File: config.mk
export PLATFORM = sky130hd
export DESIGN_NAME = keyed_wait_queue_table_core
export DESIGN_NICKNAME = d
export VERILOG_FILES = /design/src/design/kwq_pkg.sv /design/src/design/keyed_wait_queue_table_core.sv /design/src/design/kwq_cell.sv
export VERILOG_INCLUDE_DIRS = /design/src /design/src/design
export SDC_FILE = /design/constraint.sdc
export NUM_CORES = 2
export LEC_CHECK = 0
export ABC_AREA = 1
export BUFFER_PORTS_ARGS = -buffer_cell sky130_fd_sc_hd__buf_4
export CORE_ASPECT_RATIO = 1.2
export CORE_MARGIN = 3
export CORE_UTILIZATION = 50
export CTS_CLUSTER_DIAMETER = 100
export DETAILED_ROUTE_END_ITERATION = 16
export PLACE_DENSITY = 0.72
export SETUP_SLACK_MARGIN = 0.3
export SYNTH_ARGS = -nofsm -noshare
export SYNTH_HDL_FRONTEND = slang
export SYNTH_SLANG_ARGS = --single-unit
File: constraint.sdc
create_clock -name clock -period 54.3 [get_ports clock]
set_input_delay 5.43 -clock clock [delete_from_list [all_inputs] [get_ports clock]]
set_output_delay 5.43 -clock clock [all_outputs]
set_load 0.03 [all_outputs]
File: src/design/assert_macros.svh
// Assertion helpers shared by the design files.
`ifndef ASSERT_MACROS_SVH
`define ASSERT_MACROS_SVH

// Checked only outside reset.
`define KWQ_ASSERT(label, prop, msg) \
   label: assert property (@(posedge clock) disable iff (reset) prop) else $error(msg);

// Checked at every edge, reset included.
`define KWQ_ASSERT_ALWAYS(label, prop, msg) \
   label: assert property (@(posedge clock) prop) else $error(msg);

`endif

File: src/design/kwq_pkg.sv
`timescale 1ns / 1ps
package kwq_pkg;

   localparam int NUM_THREADS = 16;
   localparam int NUM_QUEUES  = 8;

   localparam int ThreadWidth = 4;
   localparam int QueueWidth  = 3;
   localparam int KeyWidth    = 64;
   localparam int CountWidth  = 5;

   localparam logic [2:0] CMD_SLEEP     = 3'd0;
   localparam logic [2:0] CMD_WAKE_ONE  = 3'd1;
   localparam logic [2:0] CMD_WAKE_ALL  = 3'd2;
   localparam logic [2:0] CMD_WAKE_KEY  = 3'd3;
   localparam logic [2:0] CMD_CANCEL    = 3'd4;
   localparam logic [2:0] CMD_INTERRUPT = 3'd5;

   localparam logic [1:0] STATUS_DONE    = 2'd0;
   localparam logic [1:0] STATUS_REFUSED = 2'd1;
   localparam logic [1:0] STATUS_INTR    = 2'd2;
   localparam logic [1:0] STATUS_NONE    = 2'd3;

   // one waiting thread, held by a cell
   typedef struct packed {
      logic                   valid;
      logic [ThreadWidth-1:0] thread;
      logic [QueueWidth-1:0]  queue;
      logic [KeyWidth-1:0]    key;
      logic                   intr;
   } cell_data_type;

   // command broadcast to every cell
   typedef struct packed {
      logic                   by_thread;
      logic                   need_intr;
      logic                   keyed;
      logic [ThreadWidth-1:0] thread;
      logic [QueueWidth-1:0]  queue;
      logic [KeyWidth-1:0]    key;
      logic                   intr;
      logic                   kill_en;
      logic                   load_en;
   } bcast_type;

   // status rippling from older cells to younger cells
   typedef struct packed {
      logic                   shift;
      logic                   found;
      logic                   more;
      logic                   prev_valid;
      logic [ThreadWidth-1:0] thread;
   } chain_type;

endpackage

File: src/design/keyed_wait_queue_table_core.sv
`timescale 1ns / 1ps
// Wait-queue table. Commands enter on req_* (valid/ready); each yields one or
// more items on rsp_* (valid/ready), the final one with rsp_last set. The
// queue_enabled_mask register sits at byte address 0 of the APB port.
// Waiting threads live in a row of NUM_THREADS cells kept in age order,
// oldest in cell 0. Every cell compares its entry against the command at
// once; found, position and free-slot status ripple along the row, and a
// removed entry closes up as younger cells step down one place.
// Flow: a command is taken into the command registers while the sequencer
// is idle, and each item is registered in the output register by a step of
// the run state. A wake yields one item per thread that it frees (one item
// if it frees none); other commands yield one item. One command is in work
// at a time; req_ready is high while the sequencer is idle, also while the
// last item still waits in the output register.
// While an item waits in the output register with rsp_ready low, the
// sequencer holds and the cells do not change.
// Reset empties every cell and every queue and clears the enable mask.
module keyed_wait_queue_table_core
   import kwq_pkg::*;
(
   input  logic                   clock,
   input  logic                   reset,
   input  logic                   req_valid,
   output logic                   req_ready,
   input  logic [2:0]             req_cmd,
   input  logic [ThreadWidth-1:0] req_thread_id,
   input  logic [QueueWidth-1:0]  req_queue_id,
   input  logic [KeyWidth-1:0]    req_wait_key_in,
   input  logic                   req_sleep_interruptible,
   input  logic                   req_exit_requested,
   output logic                   rsp_valid,
   input  logic                   rsp_ready,
   output logic [1:0]             rsp_status,
   output logic                   rsp_woken_valid,
   output logic [ThreadWidth-1:0] rsp_woken_thread,
   output logic [CountWidth-1:0]  rsp_woken_count,
   output logic                   rsp_last,
   input  logic                   psel,
   input  logic                   penable,
   input  logic                   pwrite,
   input  logic [2:0]             paddr,
   input  logic [31:0]            pwdata,
   output logic [31:0]            prdata,
   output logic                   pready
);

   `include "assert_macros.svh"

   typedef enum logic [1:0] {
      ST_IDLE = 2'b01,
      ST_RUN  = 2'b10
   } state_type;

   state_type state_ff, state_in;

   logic [2:0]             cmd_ff;
   logic [ThreadWidth-1:0] thread_ff;
   logic [QueueWidth-1:0]  queue_ff;
   logic [KeyWidth-1:0]    key_ff;
   logic                   intr_ff, exit_ff;
   logic [CountWidth-1:0]  cnt_ff, cnt_in;
   logic [7:0]             mask_ff;

   logic                   rsp_valid_ff, rsp_valid_in;
   logic [1:0]             status_ff, status_in;
   logic                   wvalid_ff, wvalid_in;
   logic [ThreadWidth-1:0] wthread_ff, wthread_in;
   logic [CountWidth-1:0]  wcount_ff, wcount_in;
   logic                   last_ff, last_in;

   bcast_type              bcast;
   cell_data_type          cell_data [NUM_THREADS+1];
   chain_type              chain [NUM_THREADS+1];
   logic [NUM_THREADS-1:0] kill_vec, valid_vec;

   logic req_take, out_free, step, t_ok, q_ok, enabled, is_wake;

   assign req_ready = (state_ff == ST_IDLE);
   assign req_take  = req_valid && req_ready;
   assign out_free  = !rsp_valid_ff || rsp_ready;
   assign step      = (state_ff == ST_RUN) && out_free;

   assign t_ok    = 32'(thread_ff) < NUM_THREADS;
   assign q_ok    = 32'(queue_ff) < NUM_QUEUES;
   assign enabled = q_ok && mask_ff[queue_ff];
   assign is_wake = (cmd_ff == CMD_WAKE_ONE) || (cmd_ff == CMD_WAKE_ALL)
                    || (cmd_ff == CMD_WAKE_KEY);

   // APB register
   assign pready = 1'b1;
   assign prdata = paddr[2] ? 32'd0 : {24'd0, mask_ff};

   always_ff @(posedge clock) begin
      if (reset) begin
         mask_ff <= '0;
      end else if (psel && penable && pwrite && !paddr[2]) begin
         mask_ff <= pwdata[7:0];
      end
   end

   // broadcast to cells
   always_comb begin
      bcast.by_thread = !is_wake;
      bcast.need_intr = (cmd_ff == CMD_INTERRUPT);
      bcast.keyed     = (cmd_ff == CMD_WAKE_KEY);
      bcast.thread    = thread_ff;
      bcast.queue     = queue_ff;
      bcast.key       = key_ff;
      bcast.intr      = intr_ff;
      bcast.kill_en   = step && ((is_wake && q_ok)
                        || (((cmd_ff == CMD_CANCEL) || (cmd_ff == CMD_INTERRUPT)) && t_ok));
      bcast.load_en   = step && (cmd_ff == CMD_SLEEP) && enabled && t_ok
                        && !chain[NUM_THREADS].found && !(intr_ff && exit_ff);
   end

   assign chain[0]               = '{shift: 1'b0, found: 1'b0, more: 1'b0,
                                     prev_valid: 1'b1, thread: '0};
   assign cell_data[NUM_THREADS] = '0;

   for (genvar i = 0; i < NUM_THREADS; i++) begin : g_cell
      kwq_cell u_cell (
         .clock      (clock),
         .reset      (reset),
         .bcast      (bcast),
         .data_above (cell_data[i+1]),
         .data       (cell_data[i]),
         .chain_in   (chain[i]),
         .chain_out  (chain[i+1]),
         .kill       (kill_vec[i])
      );
      assign valid_vec[i] = cell_data[i].valid;
   end

   // result of the current step
   always_comb begin
      status_in  = STATUS_REFUSED;
      wvalid_in  = 1'b0;
      wthread_in = '0;
      wcount_in  = '0;
      last_in    = 1'b1;
      case (cmd_ff)
         CMD_SLEEP: begin
            if (!enabled || !t_ok || chain[NUM_THREADS].found) begin
               status_in = STATUS_REFUSED;
            end else if (intr_ff && exit_ff) begin
               status_in = STATUS_INTR;
            end else begin
               status_in = STATUS_DONE;
            end
         end
         CMD_WAKE_ONE, CMD_WAKE_ALL, CMD_WAKE_KEY: begin
            if (!q_ok || !chain[NUM_THREADS].found) begin
               status_in = STATUS_NONE;
            end else begin
               status_in  = STATUS_DONE;
               wvalid_in  = 1'b1;
               wthread_in = chain[NUM_THREADS].thread;
               wcount_in  = cnt_ff + CountWidth'(1);
               last_in    = (cmd_ff == CMD_WAKE_ONE) || !chain[NUM_THREADS].more;
            end
         end
         CMD_CANCEL: begin
            status_in = (t_ok && chain[NUM_THREADS].found) ? STATUS_DONE : STATUS_NONE;
         end
         CMD_INTERRUPT: begin
            if (t_ok && chain[NUM_THREADS].found) begin
               status_in  = STATUS_DONE;
               wvalid_in  = 1'b1;
               wthread_in = thread_ff;
               wcount_in  = CountWidth'(1);
            end else begin
               status_in = STATUS_NONE;
            end
         end
         default: begin
            status_in = STATUS_REFUSED;
         end
      endcase
   end

   always_comb begin
      state_in     = state_ff;
      cnt_in       = cnt_ff;
      rsp_valid_in = rsp_valid_ff && !rsp_ready;
      case (state_ff)
         ST_IDLE: begin
            if (req_take) begin
               state_in = ST_RUN;
               cnt_in   = '0;
            end
         end
         ST_RUN: begin
            if (step) begin
               rsp_valid_in = 1'b1;
               cnt_in       = wcount_in;
               if (last_in) begin
                  state_in = ST_IDLE;
               end
            end
         end
         default: begin
            state_in = ST_IDLE;
         end
      endcase
   end

   always_ff @(posedge clock) begin
      if (reset) begin
         state_ff     <= ST_IDLE;
         rsp_valid_ff <= 1'b0;
         cnt_ff       <= '0;
      end else begin
         state_ff     <= state_in;
         rsp_valid_ff <= rsp_valid_in;
         cnt_ff       <= cnt_in;
      end
   end

   always_ff @(posedge clock) begin
      if (req_take) begin
         cmd_ff    <= req_cmd;
         thread_ff <= req_thread_id;
         queue_ff  <= req_queue_id;
         key_ff    <= req_wait_key_in;
         intr_ff   <= req_sleep_interruptible;
         exit_ff   <= req_exit_requested;
      end
      if (step) begin
         status_ff  <= status_in;
         wvalid_ff  <= wvalid_in;
         wthread_ff <= wthread_in;
         wcount_ff  <= wcount_in;
         last_ff    <= last_in;
      end
   end

   assign rsp_valid        = rsp_valid_ff;
   assign rsp_status       = status_ff;
   assign rsp_woken_valid  = wvalid_ff;
   assign rsp_woken_thread = wthread_ff;
   assign rsp_woken_count  = wcount_ff;
   assign rsp_last         = last_ff;

   `KWQ_ASSERT(a_one_kill, $onehot0(kill_vec), "more than one cell removed in a cycle")
   `KWQ_ASSERT(a_packed, ((valid_vec + NUM_THREADS'(1)) & valid_vec) == '0, "gap among waiting cells")
   `KWQ_ASSERT(a_count, rsp_valid |-> (rsp_woken_valid == (rsp_woken_count != '0)), "woken count mismatch")
   `KWQ_ASSERT(a_more, (step && !last_in) |=> (state_ff == ST_RUN), "wake ended early")

endmodule

File: src/design/kwq_cell.sv
`timescale 1ns / 1ps
module kwq_cell
   import kwq_pkg::*;
(
   input  logic          clock,
   input  logic          reset,
   input  bcast_type     bcast,
   input  cell_data_type data_above,
   output cell_data_type data,
   input  chain_type     chain_in,
   output chain_type     chain_out,
   output logic          kill
);

   cell_data_type data_ff, data_in;
   logic          match, eff_valid, load;

   assign data = data_ff;

   always_comb begin
      if (bcast.by_thread) begin
         match = data_ff.valid && (data_ff.thread == bcast.thread)
                 && (!bcast.need_intr || data_ff.intr);
      end else begin
         match = data_ff.valid && (data_ff.queue == bcast.queue)
                 && (!bcast.keyed || (data_ff.key == bcast.key));
      end
   end

   // only the oldest match is removed
   assign kill      = match && !chain_in.found && bcast.kill_en;
   assign eff_valid = data_ff.valid && !kill;
   // appended item goes into the first free cell
   assign load      = bcast.load_en && !data_ff.valid && chain_in.prev_valid;

   always_comb begin
      chain_out.shift      = chain_in.shift || !eff_valid;
      chain_out.found      = chain_in.found || match;
      chain_out.more       = chain_in.more || (match && chain_in.found);
      chain_out.prev_valid = data_ff.valid;
      if (chain_in.found) begin
         chain_out.thread = chain_in.thread;
      end else if (match) begin
         chain_out.thread = data_ff.thread;
      end else begin
         chain_out.thread = '0;
      end
   end

   always_comb begin
      data_in = data_ff;
      if (load) begin
         data_in.valid  = 1'b1;
         data_in.thread = bcast.thread;
         data_in.queue  = bcast.queue;
         data_in.key    = bcast.key;
         data_in.intr   = bcast.intr;
      end else if (chain_out.shift) begin
         data_in = data_above;
      end
   end

   always_ff @(posedge clock) begin
      if (reset) begin
         data_ff.valid <= 1'b0;
      end else begin
         data_ff.valid <= data_in.valid;
      end
      data_ff.thread <= data_in.thread;
      data_ff.queue  <= data_in.queue;
      data_ff.key    <= data_in.key;
      data_ff.intr   <= data_in.intr;
   end

endmodule
# Word-level counts from Yosys, hierarchy flattened
# Index checks and enable logic that the tools add are counted.
[word_totals]
in_bits = 118
ff_bits = 1273
word_cells = 605
[classes]
n_reduce_logical = 346
n_lt_le_gt_ge = 1
n_addsub = 1
muxes = 103
eq_ne = 59
[op_table]
columns = ["op", "count"]
rows = [
  ["2-to-1 mux 73 bit", 32],
  ["== test 64 bit", 16],
  ["logical AND 1 bit", 169],
  ["2-to-1 mux 4 bit", 32],
  ["logical OR 1 bit", 83],
  ["logical NOT 1 bit", 72],
  ["== test 4 bit", 16],
  ["== test 3 bit", 16],
  ["nonzero test 2 bit", 16],
  ["2-to-1 mux 1 bit", 23],
  ["one-hot mux 5 bit (2 select lines)", 2],
  ["2-to-1 mux 5 bit", 3],
  ["2-to-1 mux 2 bit", 6],
  ["2-to-1 mux 8 bit", 1],
  ["one-hot mux 2 bit (2 select lines)", 2],
  ["one-hot mux 4 bit (2 select lines)", 1],
  ["== test 3 x 2 -> 1 bit (second input constant)", 2],
  ["== test 3 bit (second input constant)", 2],
  ["!= test 2 bit (second input constant)", 3],
  ["AND reduction 3 bit", 2],
  ["adder 5 x 1 -> 5 bit (second input constant)", 1],
  ["OR reduction 5 bit", 1],
  ["< comparator 3 x 4 -> 1 bit (second input constant)", 1],
  ["OR reduction 4 bit", 1],
  ["7 further kinds", 7],
]

# Longest topological paths before layout
[depth]
word_depth = 28
depth_mapped = 32
depth_no_buf = 30

# Cells and area by module
# From an unflattened synthesis, not the netlist that was laid out.
[unflattened]
cells_unflattened = 10489
area_unflattened_um2 = 76186.8
[modules_own_cells]
columns = ["mod", "cells_each", "n_inst", "area_each_um2", "seq_area_each_um2"]
rows = [
  ["kwq_cell", 638, 16, 4516.8, 2182.1],
  ["keyed_wait_queue_table_core", 281, 1, 3917.5, 2992.9],
]

# Least setup slack after synthesis
# Ideal clock, no wire load.
[synth_path]
kind = "input port to flip-flop"
startpoint = "in rsp_ready"
endpoint = "reg g_cell[15].u_cell.data_ff, in the netlist g_cell[15].u_cell.data[0], enable pin"
slack_ns = 33.038
path_buffers = 0
required_ns = 53.371
setup_time_ns = 0.929
cell_stages = 18
arrival_ns = 20.333
cell_sequence = "nor2_1 > nor2_1 > inv_1 > nor2_1 > a21oi_1 > nand3_1 > nor2_1 > nand2_1 > nor2_1 > nand2_1 > nor2_1 > nand2_1 > nor2_1 > nand2_1 > nor2_1 > nand3_1 > nor2_1 > nand3_1"
[synth_between]
elab_chain_len = 23
[synth_lines]
columns = ["element", "line", "rtl"]
rows = [
  ["start: declaration", "keyed_wait_queue_table_core.sv:32", "input logic rsp_ready,"],
  ["logical OR 1 bit (*)", "keyed_wait_queue_table_core.sv:80", "assign out_free = !rsp_valid_ff || rsp_ready;"],
  ["logical AND 1 bit (*)", "keyed_wait_queue_table_core.sv:81", "assign step = (state_ff == ST_RUN) && out_free;"],
  ["net step", "keyed_wait_queue_table_core.sv:76", "logic req_take, out_free, step, t_ok, q_ok, enabled, is_wake;"],
  ["logical AND 1 bit", "keyed_wait_queue_table_core.sv:110", "bcast.kill_en = step && ((is_wake && q_ok)"],
  ["logical AND 1 bit", "kwq_cell.sv:31", "assign kill = match && !chain_in.found && bcast.kill_en;"],
  ["logical NOT 1 bit", "kwq_cell.sv:32", "assign eff_valid = data_ff.valid && !kill;"],
  ["logical AND 1 bit", "kwq_cell.sv:32", ""],
  ["logical NOT 1 bit", "kwq_cell.sv:37", "chain_out.shift = chain_in.shift || !eff_valid;"],
  ["logical OR 1 bit (15 in series)", "kwq_cell.sv:37", ""],
  ["nonzero test 2 bit (no line) (*)", "n/a", ""],
  ["end: declaration", "kwq_cell.sv:15", "cell_data_type data_ff, data_in;"],
]
# Mark *: on every way through the listed nets, which the timed path passes. The rest lies on a longest branch.
# A chain may end at the register's enable or synchronous reset.

# Worst setup path after layout
[layout_path]
startpoint = "in rsp_ready"
endpoint = "reg g_cell[15].u_cell.data_ff, in the netlist g_cell[15].u_cell.data[36], enable pin"
# Same word-level chain as after synthesis.

==> impl_metrics.yaml <==
run_status:
  status: "finished clean"
timing:
  timing.final.ws_setup_ns: 39.64
  final_period_minus_worst_setup_slack_ns: 14.66
  fmax_ghz: 0.06822
  report.final.hold_viol_count: 0
  worst_slew_margin_rel: 0.1653
  finalSetupViolCount: 0
  timing.clock.skew_ns: 0.04278
  setup_repair_after_global_routing_missed_its_margin: "false"
  period_share: 0.2700
  fin_tns_setup_ns: 0
  worstMarginPinSlew_ns: 1.252
  drv_slew: 0
drt:
  post_drt_wl_per_cell_um: 21.98
  route.antenna.remaining_nets: 0
  finalWirelength_um: 190100
  detail_route.vias_per_cell: 5.741
  drcViolationCount: 0
  dr.pass1.iters: 5
  detailedRoute.firstIterationViolations: 5572
  dr_total_vias: 49650
synth:
  synth_enable_flop_cells: 1241
  syn_area_um2: 67190
  post-synth-top-count-cell: "nand2_1"
  yosys_warnings: 0
  biggest_area_consumer_among_synthesized_cells: "edfxtp_1"
  synth_top_cell_area_share: 0.5547
  synth.lib_cells_used.distinct: 55
  synthArstFlopShare: 0
  synth_common_cells: "1827 x nand2_1, 1241 x edfxtp_1, 698 x o21ai_0"
  synth-seq-cells: 1273
  synth_flop_cell: "edfxtp_1"
  synth.avg_cell_area_um2: 9.694
  synthTopCellsByArea: "edfxtp_1 55%, nand2_1 10%, xor2_1 6.0%, o21ai_0 5.2%, xnor2_1 4.6%"
  ys_seq_area_frac: 0.5642
  post_synth_inst_count: 6931
cells_and_area:
  layout.cells.non_filler: 8647
  fin_util: 0.5472
  layout.filler_cells: 11530
  multi_input_comb_area_um2: 25500
  area_occupied_by_registers_um2: 37910
  fin_nets: 6884
  post_route_cells_drive_above_1_share: 0.07734
  syn_to_final_growth_pct: 8.023
critical_path:
  critical_path_cell_count: 25
  cpPeakStageDelay_ns: 0.71
  worst_r2r_endpoint: "g_cell[15].u_cell.data[36]$_SDFFCE_PN0P_"
  r2r_slack_ns: 42.48
  timing.reg2reg.worst_path_depth: 29
  capture_point_of_the_critical_path: "g_cell[15].u_cell.data[36]$_SDFFCE_PN0P_"
  worst_path_max_delay_cell: "nand2_4"
  nature_of_the_critical_path_endpoint: "flip-flop"
  startpoint_of_the_worst_setup_timing_path: "rsp_ready"
  critPathTopFamily: "simple AND/OR/NAND/NOR gates"
  critical_path_required_ns: 54.73
  path_max_fanout: 73
  worstPathArrival_ns: 15.08
  worst-setup-path-type: "primary input to flip-flop"
  critical_path.reg2reg.startpoint: "key_ff[48]$_DFFE_PP_"
  start_kind: "primary input"
  critical-path-top-cell-by-count: "nor2_1"
  path_buf_inv: 8
placement:
  gp_congestion: 0.9996
  placed_instances: 8405
  hpwl_um: 130100
  place.port_buffers: 114
  dp_worst_setup_slack_ns: 38.78
floorplanning:
  top_level_ports: 166
  die_height_um: 407.6
  rows: 146
  start_util: 0.5066
  die_w_um: 340.6
  floorplan.core_area_um2: 132600
  die-area_um2: 138800
grt:
  grt-ovfl-total: 0
  first_global_vias: 47450
  antenna_found_initial: 4
  grt_start_max_net_pins: 101
  globalRouteTotalUtil: 0.2685
  grt_pass1_wl_um: 286900
power_and_ir_drop:
  p_leak_nw: 27.82
  sw_frac: 0.2320
  pwr-share-seq: 0.515
  pwr-share-clk: 0.433
  cell_internal_pwr_mw: 1.618
  vdd.ir_drop.worst_mv: 0.03138
  power.share.combinational: 0.052
  p_total_mw: 2.107
  power_density_relative_to_cell_area_nw_per_um2: 29.04
  power_switching_mw: 0.4890
clocking:
  clock_sink_count: 1273
  cts_repair_resize_count: 0
  postCtsSetupBuffers: 0
  cts_htree_levels: 4
  cts_root_buf: "clkbuf_16"
  max-clock-path-buffers: 3
  cts_tree: "built"
  cts-buffers-inserted: 134
  post_cts_hold_buffer_count: 0
  worst_skew_pair.late_latency_ns: 0.79
  clk_transition_reported_paths_ns: 0.06
min_path:
  hold_class: "flip-flop to flip-flop"
job:
  drv.max_cap_violation_count: 0
## sequential cells by signal, indices dropped and copies added (netlist names), 2 cells and up
register	count
g_cell.u_cell.data	1152
thread_ff	4
g_cell.u_cell.chain_out	16
queue_ff	3
state_ff	2
rsp_woken_count	5
cmd_ff	3
rsp_status	2
cnt_ff	5
key_ff	64
mask_ff	8
rsp_woken_thread	4
## layout make-up
| class | instances | area share |
|---|---|---|
| sequential | 1273 | 0.5223 |
| multi-input combinational | 4834 | 0.3513 |
| clock buffer | 178 | 0.05005 |
| tap | 1776 | 0.03062 |
| timing repair buffer | 203 | 0.02100 |
| inverter | 319 | 0.01667 |
| clock inverter | 59 | 0.007896 |
| antenna | 5 | 0.0001724 |
## through the flow
step | instance area (µm²) | hold slack, ns
detailed placement | 68360 | 0.4684
finish | 72580 | 0.4790
global placement | 68360 | 0.4685
floorplan | 67270 | 0.4417
CTS | 72560 | 0.4795
global route | 72560 | 0.5017
## placed cells by master, fill, tap and decap left out, drive strengths merged, types with 17 or more instances in the layout
cell type and n:
a211oi 24, a21oi 73, buf 203, clkbuf 178
clkinv 48, conb 25, dfxtp 32, edfxtp 1241
inv 317, nand2 1832, nand3 86, nand4 120
nor2 426, nor3 22, nor4 71, o2111ai 17
o21ai 1137, o22ai 61, or2 62, xnor2 353
xor2 459
## power groups by stage
stage	logic, mW	registers [mW]	clock network [mW]
after CTS	0.109	1.09	0.921
after global placement	0.106	1.11	0
final	0.110	1.09	0.913
after detailed placement	0.108	1.11	0
after global routing	0.118	1.09	0.958
after floorplan	0.0875	1.09	0
## layer usage
metal | vias up | wire length (µm) | GRT usage
met4 | 0 | 9998 | 0.1347
met3 | 459 | 16280 | 0.05065
li1 | 23150 | - | -
met5 | - | 0 | 0
met2 | 2235 | 90880 | 0.4444
met1 | 23810 | 72910 | 0.3373
## worst min-delay path, delay by kind of cell, from the launching register on
| family | cells | cell delay, ns |
|---|---|---|
| and+or+nand+nor | 1 | 0.06 |
| AOI/OAI and AO/OA | 1 | 0.05 |
| DFF | 1 | 0.32 |
## cells by family after synthesis
| logic type | after synthesis | synth area share |
|---|---|---|
| AND/OR/NAND/NOR | 2630 | 0.1626 |
| AO/OA/AOI/OAI | 1366 | 0.1075 |
| flip-flops | 1273 | 0.5642 |
| buffers and inverters | 847 | 0.05946 |
| XOR/XNOR | 812 | 0.1059 |
| other | 2 | 0.0001118 |
| adder cells (fa/ha/maj) | 1 | 0.0001862 |
## worst min path at each step
stage,depth (start not counted),from,to
floorplan,2,mask_ff[0]$_SDFFE_PP0P_,mask_ff[0]$_SDFFE_PP0P_
global placement,2,mask_ff[0]$_SDFFE_PP0P_,mask_ff[0]$_SDFFE_PP0P_
detailed placement,2,mask_ff[0]$_SDFFE_PP0P_,mask_ff[0]$_SDFFE_PP0P_
CTS,2,cnt_ff[4]$_SDFFE_PP0P_,cnt_ff[4]$_SDFFE_PP0P_
global route,2,mask_ff[3]$_SDFFE_PP0P_,mask_ff[3]$_SDFFE_PP0P_
finish,2,cnt_ff[4]$_SDFFE_PP0P_,cnt_ff[4]$_SDFFE_PP0P_
Note: power is estimated with default switching activity, not from simulation.
